## src/first_fit_region_allocator_assert.svh

```systemverilog
// ---------------------------------------------------------------------------
// First-fit region allocator: assertion macros
// Clocked implication checks shared by the controller and the datapath.
// ---------------------------------------------------------------------------
`ifndef FIRST_FIT_REGION_ALLOCATOR_ASSERT_SVH
`define FIRST_FIT_REGION_ALLOCATOR_ASSERT_SVH

// same-cycle implication
`define FFRA_ASSERT_NOW(label, clk, rst_n, pre, post) \
    label: assert property (@(posedge clk) disable iff (!rst_n) (pre) |-> (post)) \
        else $error("ffra: same-cycle check failed");

// next-cycle implication
`define FFRA_ASSERT_NEXT(label, clk, rst_n, pre, post) \
    label: assert property (@(posedge clk) disable iff (!rst_n) (pre) |=> (post)) \
        else $error("ffra: next-cycle check failed");

`endif

```

## src/ffra_pkg.sv

```systemverilog
// ---------------------------------------------------------------------------
// ffra_pkg
// Types, codes and constants of the first-fit region allocator.
// ---------------------------------------------------------------------------
`default_nettype none

package ffra_pkg;

    localparam int ADDR_BITS      = 31;
    localparam int LINK_BITS      = 4;
    localparam int SLOT_COUNT_DEF = 10;

    localparam logic [LINK_BITS-1:0] UNUSED_CODE = 4'hF;

    localparam logic MODE_ALLOC = 1'b0;
    localparam logic MODE_FREE  = 1'b1;

    localparam logic [1:0] STATUS_OK        = 2'd0;
    localparam logic [1:0] STATUS_NO_SLOT   = 2'd1;
    localparam logic [1:0] STATUS_NOT_FOUND = 2'd2;

    typedef enum logic [1:0] {
        ST_IDLE,
        ST_WALK,
        ST_COMMIT
    } t_state;

    typedef struct packed {
        logic load;
        logic advance;
        logic finish;
        logic commit;
    } t_cmd;

    typedef struct packed {
        logic done;
        logic hit;
    } t_stat;

endpackage

`default_nettype wire

```

## src/ffra_ctrl.sv

```systemverilog
// ---------------------------------------------------------------------------
// ffra_ctrl
// Sequencer: accepts a request, steps the list walk, commits and holds
// the result transfer until the consumer takes it.
// ---------------------------------------------------------------------------
`default_nettype none
`include "first_fit_region_allocator_assert.svh"

module ffra_ctrl (
    input  wire logic           i_clk,
    input  wire logic           i_rst_n,
    input  wire logic           i_in_valid,
    output logic                o_in_stall,
    output logic                o_out_valid,
    input  wire logic           i_out_stall,
    input  wire ffra_pkg::t_stat i_stat,
    output ffra_pkg::t_cmd      o_cmd
);
    import ffra_pkg::*;

    t_state r_state, n_state;
    logic   r_out_valid, n_out_valid;

    always_ff @(posedge i_clk) begin
        if (!i_rst_n) begin
            r_state     <= ST_IDLE;
            r_out_valid <= 1'b0;
        end else begin
            r_state     <= n_state;
            r_out_valid <= n_out_valid;
        end
    end

    always_comb begin
        n_state     = r_state;
        n_out_valid = r_out_valid && i_out_stall;
        o_cmd       = '0;
        case (r_state)
            ST_IDLE: begin
                if (i_in_valid) begin
                    o_cmd.load = 1'b1;
                    n_state    = ST_WALK;
                end
            end
            ST_WALK: begin
                if (i_stat.done || i_stat.hit) begin
                    o_cmd.finish = 1'b1;
                    n_state      = ST_COMMIT;
                end else begin
                    o_cmd.advance = 1'b1;
                end
            end
            ST_COMMIT: begin
                if (!r_out_valid || !i_out_stall) begin
                    o_cmd.commit = 1'b1;
                    n_out_valid  = 1'b1;
                    n_state      = ST_IDLE;
                end
            end
            default: begin
                n_state = ST_IDLE;
            end
        endcase
    end

    assign o_in_stall  = (r_state != ST_IDLE);
    assign o_out_valid = r_out_valid;

    `FFRA_ASSERT_NEXT(a_accept_walks, i_clk, i_rst_n, i_in_valid && !o_in_stall, r_state == ST_WALK)
    `FFRA_ASSERT_NOW(a_commit_slot_free, i_clk, i_rst_n, o_cmd.commit, !r_out_valid || !i_out_stall)
    `FFRA_ASSERT_NEXT(a_commit_shows, i_clk, i_rst_n, o_cmd.commit, o_out_valid && !o_in_stall)

endmodule

`default_nettype wire

```

## src/ffra_dpath.sv

```systemverilog
// ---------------------------------------------------------------------------
// ffra_dpath
// Slot table, list walk registers, free-slot search and result register.
// ---------------------------------------------------------------------------
`default_nettype none
`include "first_fit_region_allocator_assert.svh"

module ffra_dpath #(
    parameter int SLOT_COUNT = ffra_pkg::SLOT_COUNT_DEF
) (
    input  wire logic                          i_clk,
    input  wire logic                          i_rst_n,
    input  wire ffra_pkg::t_cmd                i_cmd,
    output ffra_pkg::t_stat                    o_stat,
    input  wire logic [ffra_pkg::ADDR_BITS-1:0] i_heap_base,
    input  wire logic                          i_mode,
    input  wire logic [ffra_pkg::ADDR_BITS-1:0] i_alloc_length,
    input  wire logic [ffra_pkg::ADDR_BITS-1:0] i_free_address,
    output logic [1:0]                         o_status,
    output logic [ffra_pkg::ADDR_BITS-1:0]     o_region_start,
    output logic [ffra_pkg::ADDR_BITS-1:0]     o_region_length
);
    import ffra_pkg::*;

    localparam int IDX_W  = $clog2(SLOT_COUNT);
    localparam int STEP_W = $clog2(SLOT_COUNT + 1);

    logic [LINK_BITS-1:0] r_link   [SLOT_COUNT];
    logic [ADDR_BITS-1:0] r_start  [SLOT_COUNT];
    logic [ADDR_BITS-1:0] r_length [SLOT_COUNT];

    logic                 r_mode;
    logic [ADDR_BITS-1:0] r_len;
    logic [ADDR_BITS-1:0] r_addr;
    logic [ADDR_BITS-1:0] r_cand;
    logic [IDX_W-1:0]     r_pre;
    logic [IDX_W-1:0]     r_cur;
    logic [STEP_W-1:0]    r_steps;
    logic                 r_found;

    logic [1:0]           r_status;
    logic [ADDR_BITS-1:0] r_res_start;
    logic [ADDR_BITS-1:0] r_res_length;

    logic [ADDR_BITS-1:0] cur_start;
    logic [ADDR_BITS-1:0] cur_len;
    logic [ADDR_BITS-1:0] end_addr;
    logic [ADDR_BITS:0]   fit_sum;
    logic                 fit;
    logic                 walk_done;
    logic                 limit_hit;
    logic [IDX_W-1:0]     next_idx;
    logic [IDX_W-1:0]     head_idx;
    logic [IDX_W-1:0]     cur_final;
    logic [IDX_W-1:0]     free_idx;
    logic                 free_found;
    logic                 alloc_commit;

    // out-of-range link ends the walk
    function automatic logic [IDX_W-1:0] next_of(input logic [LINK_BITS-1:0] link);
        if (link < LINK_BITS'(SLOT_COUNT)) begin
            return link[IDX_W-1:0];
        end
        return '0;
    endfunction

    always_comb begin
        cur_start = r_start[r_cur];
        cur_len   = r_length[r_cur];
        end_addr  = cur_start + cur_len;
        fit_sum   = {1'b0, r_cand} + {1'b0, r_len};
        fit       = fit_sum < {1'b0, cur_start};
        next_idx  = next_of(r_link[r_cur]);
        head_idx  = next_of(r_link[0]);
        limit_hit = (r_steps >= STEP_W'(SLOT_COUNT));
        walk_done = (r_cur == '0) || limit_hit;
        o_stat.done = walk_done;
        o_stat.hit  = !walk_done && ((r_mode == MODE_ALLOC) ? fit : (cur_start == r_addr));
        cur_final   = limit_hit ? '0 : r_cur;
    end

    // lowest unused slot, head excluded
    always_comb begin
        free_idx   = '0;
        free_found = 1'b0;
        for (int k = SLOT_COUNT - 1; k >= 1; k--) begin
            if (r_link[k] == UNUSED_CODE) begin
                free_idx   = IDX_W'(k);
                free_found = 1'b1;
            end
        end
    end

    always_ff @(posedge i_clk) begin
        if (!i_rst_n) begin
            for (int k = 1; k < SLOT_COUNT; k++) begin
                r_link[k] <= UNUSED_CODE;
            end
            r_link[0] <= '0;
        end else if (i_cmd.commit) begin
            if (r_mode == MODE_ALLOC) begin
                if (free_found) begin
                    r_link[free_idx] <= LINK_BITS'(cur_final);
                    r_link[r_pre]    <= LINK_BITS'(free_idx);
                end
            end else if (r_found) begin
                r_link[r_pre] <= LINK_BITS'(next_idx);
                r_link[r_cur] <= UNUSED_CODE;
            end
        end
    end

    always_ff @(posedge i_clk) begin
        if (i_cmd.commit && (r_mode == MODE_ALLOC) && free_found) begin
            r_start[free_idx]  <= r_cand;
            r_length[free_idx] <= r_len;
        end
    end

    always_ff @(posedge i_clk) begin
        if (!i_rst_n) begin
            r_steps <= '0;
            r_found <= 1'b0;
            r_pre   <= '0;
            r_cur   <= '0;
        end else if (i_cmd.load) begin
            r_steps <= '0;
            r_found <= 1'b0;
            r_pre   <= '0;
            r_cur   <= head_idx;
        end else if (i_cmd.advance) begin
            r_steps <= r_steps + STEP_W'(1);
            r_pre   <= r_cur;
            r_cur   <= next_idx;
        end else if (i_cmd.finish) begin
            r_found <= o_stat.hit;
        end
    end

    always_ff @(posedge i_clk) begin
        if (i_cmd.load) begin
            r_mode <= i_mode;
            r_len  <= i_alloc_length;
            r_addr <= i_free_address;
            r_cand <= i_heap_base;
        end else if (i_cmd.advance && (r_mode == MODE_ALLOC)) begin
            r_cand <= end_addr;
        end
    end

    always_ff @(posedge i_clk) begin
        if (i_cmd.commit) begin
            if (r_mode == MODE_ALLOC) begin
                if (free_found) begin
                    r_status     <= STATUS_OK;
                    r_res_start  <= r_cand;
                    r_res_length <= r_len;
                end else begin
                    r_status     <= STATUS_NO_SLOT;
                    r_res_start  <= '0;
                    r_res_length <= '0;
                end
            end else if (r_found) begin
                r_status     <= STATUS_OK;
                r_res_start  <= cur_start;
                r_res_length <= cur_len;
            end else begin
                r_status     <= STATUS_NOT_FOUND;
                r_res_start  <= '0;
                r_res_length <= '0;
            end
        end
    end

    assign alloc_commit    = i_cmd.commit && (r_mode == MODE_ALLOC) && free_found;
    assign o_status        = r_status;
    assign o_region_start  = r_res_start;
    assign o_region_length = r_res_length;

    `FFRA_ASSERT_NOW(a_walk_bounded, i_clk, i_rst_n, 1'b1, r_steps <= STEP_W'(SLOT_COUNT))
    `FFRA_ASSERT_NOW(a_head_in_use, i_clk, i_rst_n, 1'b1, r_link[0] != UNUSED_CODE)
    `FFRA_ASSERT_NOW(a_link_point_used, i_clk, i_rst_n, alloc_commit, r_pre != free_idx)

endmodule

`default_nettype wire

```

## src/first_fit_region_allocator.sv

```systemverilog
// ---------------------------------------------------------------------------
// first_fit_region_allocator
// Address-ordered list of allocated regions in a slot table; first-fit
// allocate and free-by-start requests, one result per request.
// ---------------------------------------------------------------------------
//  channel  | handshake                   | payload
//  request  | i_in_valid / o_in_stall     | i_mode, i_alloc_length, i_free_address
//  result   | o_out_valid / i_out_stall   | o_status, o_region_start, o_region_length
//  config   | psel, penable, pwrite       | paddr, pwdata, prdata (heap_base at 0x0)
//
//  A request is loaded in ST_IDLE, walks the list in the slot table entry by entry
//  in ST_WALK, then commits in ST_COMMIT once the result register is free.
//  Only one request is in flight; the next is taken once the commit is done.
//  The result register holds a finished transfer while the next request walks.
//  Synchronous active-low reset empties the list and clears heap_base.
// ---------------------------------------------------------------------------
`default_nettype none

module first_fit_region_allocator #(
    parameter int SLOT_COUNT = ffra_pkg::SLOT_COUNT_DEF
) (
    input  wire logic                          i_clk,
    input  wire logic                          i_rst_n,
    input  wire logic                          i_in_valid,
    output logic                               o_in_stall,
    input  wire logic                          i_mode,
    input  wire logic [ffra_pkg::ADDR_BITS-1:0] i_alloc_length,
    input  wire logic [ffra_pkg::ADDR_BITS-1:0] i_free_address,
    output logic                               o_out_valid,
    input  wire logic                          i_out_stall,
    output logic [1:0]                         o_status,
    output logic [ffra_pkg::ADDR_BITS-1:0]     o_region_start,
    output logic [ffra_pkg::ADDR_BITS-1:0]     o_region_length,
    input  wire logic                          psel,
    input  wire logic                          penable,
    input  wire logic                          pwrite,
    input  wire logic [2:0]                    paddr,
    input  wire logic [31:0]                   pwdata,
    output logic [31:0]                        prdata,
    output logic                               pready
);
    import ffra_pkg::*;

    logic [ADDR_BITS-1:0] r_heap_base;
    t_cmd                 cmd;
    t_stat                stat;

    always_ff @(posedge i_clk) begin
        if (!i_rst_n) begin
            r_heap_base <= '0;
        end else if (psel && penable && pwrite && !paddr[2]) begin
            r_heap_base <= pwdata[ADDR_BITS-1:0];
        end
    end

    assign pready = 1'b1;
    assign prdata = paddr[2] ? 32'd0 : 32'(r_heap_base);

    ffra_ctrl u_ctrl (
        .i_clk       (i_clk),
        .i_rst_n     (i_rst_n),
        .i_in_valid  (i_in_valid),
        .o_in_stall  (o_in_stall),
        .o_out_valid (o_out_valid),
        .i_out_stall (i_out_stall),
        .i_stat      (stat),
        .o_cmd       (cmd)
    );

    ffra_dpath #(
        .SLOT_COUNT (SLOT_COUNT)
    ) u_dpath (
        .i_clk           (i_clk),
        .i_rst_n         (i_rst_n),
        .i_cmd           (cmd),
        .o_stat          (stat),
        .i_heap_base     (r_heap_base),
        .i_mode          (i_mode),
        .i_alloc_length  (i_alloc_length),
        .i_free_address  (i_free_address),
        .o_status        (o_status),
        .o_region_start  (o_region_start),
        .o_region_length (o_region_length)
    );

endmodule

`default_nettype wire

```

## config.mk

```make
export PLATFORM = sky130hd
export DESIGN_NAME = first_fit_region_allocator
export DESIGN_NICKNAME = d
export VERILOG_FILES = /design/src/ffra_pkg.sv /design/src/ffra_ctrl.sv /design/src/ffra_dpath.sv /design/src/first_fit_region_allocator.sv
export VERILOG_INCLUDE_DIRS = /design/src /design/src/src
export SDC_FILE = /design/constraint.sdc
export NUM_CORES = 1
export LEC_CHECK = 0
export BUFFER_PORTS_ARGS = -buffer_cell sky130_fd_sc_hd__buf_2
export CAP_MARGIN = 20
export CORE_MARGIN = 10
export CORE_UTILIZATION = 60
export CTS_CLUSTER_SIZE = 16
export DETAILED_ROUTE_END_ITERATION = 8
export HOLD_SLACK_MARGIN = 0.1
export PLACE_DENSITY = 0.78
export SLEW_MARGIN = 20
export SYNTH_ARGS = -nofsm -noshare
export SYNTH_HDL_FRONTEND = slang
export SYNTH_SLANG_ARGS = --single-unit
```

## constraint.sdc

```tcl
create_clock -name i_clk -period 35 [get_ports i_clk]
set_clock_uncertainty 0.2 [all_clocks]
set_input_delay 5.25 -clock i_clk [delete_from_list [all_inputs] [get_ports i_clk]]
set_output_delay 5.25 -clock i_clk [all_outputs]
set_load 0.01 [all_outputs]
```

==> metrics.txt, run 1 <==
deepest clock path buffer count=3; sequential area share after synthesis=65.9%; sequential cell area=26300 um2; CP Data Arrival Time=6.09 ns; Yosys warning count=0; EDFF count, synth=842; H-Tree Depth=3; measured slew at the worst slew-check pin=1.11 ns; status=finished, final reports clean; Max Fclk=86.6 MHz; crit-path max FO=33; Cells after Synth=2720; GRT overflow=0; Layout area overhead=12.8%; core area=65900 um2; CTS buffer count=90; largest net degree at the start of global routing=112; GRT Overall Usage=28.0%; first-pass GRT wire length=163000 um; number of global-route vias before repair=25400; DRC=0; residual antenna-violating net count after detailed routing=0; max-capacitance violation count=0; Clock transition at path regs=0.06 ns; # Post-CTS Setup Buffers=0; Die Width=278 um; worst skew pair latency=0.65 ns; WHS=0.268 ns; Post-CTS Hold Fix Bufs=0; routed vias=25900; Most used DFF post-synth=edfxtp_1; syn_area_per_cell=14.7 um2; dominant cell type by area after synthesis=edfxtp_1; First-pass DRT Iterations=5; routability cong.=0.958; FP Rows=94; Initial DRC Count=3313; ranking of synthesized cells by area=edfxtp_1, mux4_2, ha_1; Crit path required time=29.55 ns; Setup TNS=0 ns; routed wire length=110000 um; CTS tree=yes; Worst VDD drop=0.0000552 V; initial antenna violation count=4; min-delay worst type=flip-flop to flip-flop; Worst slew margin=24.9%; Critical Path Source Type=input port; min Tclk post-route=11.54 ns; Ports=204; Die Y=278 um; final setup fails=0; Worst Hold Path Cells=2; final worst-path cycle share=33.0%; post-CTS sizing=0; die area=77200 um2; RSZ-0062 raised after global routing=no; CP Capture Type=primary output; layout cells sized above 1=18.0%; initial core utilization=60.6%; cell area power density=75.1 nW/um2; Multi-input gate area=13000 um2; CTS root buf=clkbuf_16; Sink Count=893; reg2reg path depth=16; Crit Path Class=input port to primary output; Slew Viols, Final=0; vias per cell=6.58; Final Hold Vio Count=0; Mapped Area=39900 um2; flops & latches, synth=893; top-area cell type share of the netlist area=63.4%; Avg WL per Cell=27.9 um; asr flop ratio synth=0%; nets@finish=3195; Static Leak=15.7 nW; I/O Buffers=198; Post-DP HPWL=71300 um; fillers=4355; Cell variety after synth=86
where the power goes:
| part | internal [mW] | switching [mW] |
|---|---|---|
| Combinational | 0.396 | 0.603 |
| Sequential | 1.31 | 0.122 |
| Clock | 0.543 | 0.407 |
per-stage QoR:
stage	power, mW	cell area [um2]	util (%)	instances	setup slack, ns
after global routing	3.52	45000	68.3	3932	23.40
after global placement	2.37	42000	63.7	3762	23.54
after floorplan	2.09	40100	-	2782	18.80
after CTS	3.36	44900	68.2	3928	23.46
after detailed placement	2.41	42000	63.8	3763	23.46
final	3.38	45000	68.3	3935	23.46
cell families after synthesis:
group           count (synthesis)  synth area share (%)
buf+inv                       197                  2.36
fa+ha+maj                      95                  3.02
flops                         893                  65.9
mux                           233                  9.85
compound gates                565                  9.43
simple gates                  665                  7.84
other cells                     2                0.0188
xor+xnor                       70                  1.54
Yosys cell counts (all sizes together) (5+ instances only):
| cell | count |
|---|---|
| or2 | 6 |
| or3 | 7 |
| o31a | 5 |
| a31oi | 43 |
| nor3 | 25 |
| mux2i | 90 |
| nand2b | 18 |
| a221oi | 9 |
| clkbuf | 66 |
| edfxtp | 842 |
| a22o | 33 |
| o31ai | 12 |
| nand2 | 293 |
| nor4 | 9 |
| a22oi | 31 |
| and4 | 5 |
| nor2b | 83 |
| o211ai | 5 |
| o22a | 20 |
| o21a | 16 |
| mux2 | 20 |
| inv | 72 |
| xnor2 | 40 |
| a21oi | 148 |
| buf | 58 |
| and2 | 11 |
| xor2 | 30 |
| a21o | 43 |
| dfxtp | 51 |
| nand4 | 22 |
| a2111oi | 10 |
| ha | 93 |
| and3 | 14 |
| a211oi | 47 |
| mux4 | 123 |
| o21ai | 94 |
| o21bai | 9 |
| nand3 | 44 |
| nand4b | 5 |
| nor2 | 111 |
cell type report:
class | count | area share [%]
antenna | 3 | 0.0167
timing repair buffer | 245 | 3.14
clock buffer | 117 | 5.37
multi-input combinational | 1692 | 28.9
sequential | 893 | 58.5
tap | 864 | 2.40
clock inverter | 48 | 1.12
inverter | 73 | 0.617
critical path, cell delays in order:
cell and delay [ns]:
buf_2 0.53, nor2b_1 0.13, buf_2 0.17
worst paths after layout:
path	from	endpoint	slack, ns
worst max register to register	flip-flop	u_dpath.r_cand[30]	27.75
worst min register to register	r_heap_base[5]	r_heap_base[5]	0.27
worst min-delay path	r_heap_base[5]	r_heap_base[5]	0.27
worst max-delay path	paddr[2]	prdata[25]	23.46
per-layer routing:
layer,share of wire [%],vias up,global-route usage (%)
met5,0.012,-,0
met4,3.3,2,9.23
met3,12,260,6.51
met2,46,1627,43.6
met1,39,12900,38.6
li1,-,11100,-
layout by cell type, fill, tap and decap left out, drive strengths merged, types with 40 or more instances in the layout:
cell type,synthesis,routed
a211oi,47,47
a21o,43,43
a21oi,148,148
a31oi,43,43
buf,58,245
clkbuf,66,117
conb,2,64
dfxtp,51,51
edfxtp,842,842
ha,93,93
inv,72,74
mux2i,90,90
mux4,123,123
nand2,293,293
nand3,44,44
nor2,111,111
nor2b,83,83
o21ai,94,94
xnor2,40,40
registers in the layout, indices dropped and copies added, names as in the netlist, named ones only:
register                 count
u_dpath.r_found              1
u_dpath.r_len               31
u_dpath.r_cur                4
u_dpath.r_start            310
u_dpath.r_mode               1
u_dpath.o_status             2
u_dpath.r_addr              31
r_heap_base                 31
u_dpath.o_region_start      31
u_dpath.r_length           310
u_dpath.r_link              64
u_dpath.o_region_length     31
u_dpath.r_cand              31
u_dpath.r_pre                4
u_ctrl.r_state               2
u_ctrl.o_out_valid           1
u_dpath.r_steps              4
Note: power is estimated with default switching activity, not from simulation.
==> run 2, diff against run 1 <==
==> constraint.sdc (replaced) <==
create_clock -name i_clk -period 11.8 [get_ports i_clk]
set_clock_uncertainty 0.2 [all_clocks]
set_input_delay 1.77 -clock i_clk [delete_from_list [all_inputs] [get_ports i_clk]]
set_output_delay 1.77 -clock i_clk [all_outputs]
set_load 0.01 [all_outputs]
==> metrics.txt, run 2 (synthesis gave the netlist of run 1 again) <==
status=finished, final reports clean (unchanged); min-delay worst type=flip-flop to flip-flop (unchanged); commonest cells after routing, fill and taps aside=edfxtp_1, nand2_1, buf_2 (unchanged); nets@finish=3192 (was 3195); Slew Viols, Final=0 (unchanged); layout cells sized above 1=17.8% (was 18.0%); n_diodes=0 (was 3); Static Leak=15.6 nW (was 15.7 nW); worst skew pair latency=0.67 ns (was 0.65 ns); Crit Path Class=flip-flop to flip-flop (was input port to primary output); Clock transition at path regs=0.06 ns (about the same); WHS=0.278 ns (was 0.268 ns); CTS root buf=clkbuf_16 (unchanged); CP Data Arrival Time=7.20 ns (was 6.09 ns); largest registers=u_dpath.r_length: 310 flops, u_dpath.r_start: 310 flops, u_dpath.r_link: 64 flops (unchanged); core area=65900 um2 (unchanged); Layout area overhead=12.8% (about the same); final worst-path cycle share=59.6%; placed cells=3763 (unchanged); min Tclk post-route=7.03 ns; routed wire length=109000 um (was 110000 um); I/O Buffers=198 (unchanged); GRT Overall Usage=27.8% (was 28.0%); cell area power density=223 nW/um2 (was 75.1 nW/um2); post-CTS sizing=0 (unchanged); commonest non-fill, non-tap cell in the layout=edfxtp_1 (unchanged); routability cong.=0.948 (was 0.958); CTS tree=yes (unchanged); initial antenna violation count=2 (was 4); routed vias=25800 (was 25900); die area=77200 um2 (unchanged); deepest clock path buffer count=3 (unchanged); CP Capture Type=flip-flop (was primary output); largest net degree at the start of global routing=73 (was 112); CTS buffer count=89 (was 90); Post-DP HPWL=71700 um (was 71300 um); Worst VDD drop=0.000154 V (was 0.0000552 V); max-capacitance violation count=0 (unchanged); initial core utilization=60.6% (unchanged); # Post-CTS Setup Buffers=0 (unchanged); first-pass GRT wire length=162000 um (was 163000 um); Critical Path Source Type=flip-flop (was input port); Die Width=278 um (unchanged); GRT overflow=0 (unchanged); Ports=204 (unchanged); FP Rows=94 (unchanged); Die Y=278 um (unchanged); First-pass DRT Iterations=5 (unchanged); DRC=0 (unchanged); measured slew at the worst slew-check pin=1.14 ns (was 1.11 ns); residual antenna-violating net count after detailed routing=0 (unchanged); Post-Layout Cell Count=3931 (was 3935); Final Hold Vio Count=0 (unchanged); vias per cell=6.57 (was 6.58); Sink Count=893 (unchanged); final setup fails=0 (unchanged); crit-path max FO=57 (was 33); number of global-route vias before repair=25800 (was 25400); Initial DRC Count=3222 (was 3313); H-Tree Depth=3 (unchanged); RSZ-0062 raised after global routing=no (unchanged); Setup TNS=0 ns (unchanged); Post-CTS Hold Fix Bufs=0 (unchanged); Crit path required time=11.97 ns (was 29.55 ns); Max Fclk=142 MHz; Worst slew margin=23.7% (was 24.9%); Avg WL per Cell=27.8 um (was 27.9 um)
-- run 2: final timing paths --
kind | slack (ns) | from | cells after the start | end
worst max register to register | 4.77 | flip-flop | 16 | u_dpath.r_cand[21]
worst max-delay path | 4.77 | flip-flop | 16 | u_dpath.r_cand[21]
worst min register to register | 0.28 | r_heap_base[5] | 2 | r_heap_base[5]
worst min-delay path | 0.28 | r_heap_base[5] | 2 | r_heap_base[5]
-- run 2: routing by layer --
metal	track usage (%)	vias to the layer above	wire [um]
li1	-	11100	-
met1	39.0	12900	43300
met2	43.6	1598	50700
met3	4.92	244	11300
met4	9.50	2	3940
met5	0	-	13
-- run 2: through the flow --
stage	power (mW)	util [%]	instance area (um2)	worst slack [ns]
2_1_floorplan	6.21	-	40100	0.968
3_3_place_gp	7.03	63.7	42000	4.78
3_5_place_dp	7.15	63.7	42000	4.65
4_1_cts	9.96	68.2	44900	4.63
5_1_grt	10.4	68.3	45000	4.25
6_report	10.0	68.3	45000	4.77
-- run 2: area by class of cell --
| type | count | area (um2) |
|---|---|---|
| fillers | 4375 | 20900 |
| repair buffers | 243 | 1370 |
| clock buffers | 123 | 2450 |
| clock inverters | 43 | 502 |
| well taps | 864 | 1080 |
| multi-input cells | 1692 | 13000 |
| flip-flops and latches | 893 | 26300 |
| inverters | 73 | 277 |
-- run 2: power breakdown --
group	total, mW	switching [mW]	internal (mW)
Combinational	2.96	1.79	1.17
Sequential	4.23	0.350	3.88
Clock	2.83	1.22	1.60
-- run 2: critical path, stage by stage (launching register included) --
cell,delay [ns]
dfxtp_4,0.93
buf_4,0.88
mux2i_1,0.25
a22oi_1,0.26
nand2_1,0.17
o21ai_0,0.86
inv_1,0.15
ha_1,0.35
nand4_1,0.12
nor4_1,0.39
o211ai_1,0.14
nand4_1,0.22
a21o_1,0.31
o21a_1,0.36
nand2_1,0.32
o21ai_4,0.45
buf_16,0.23
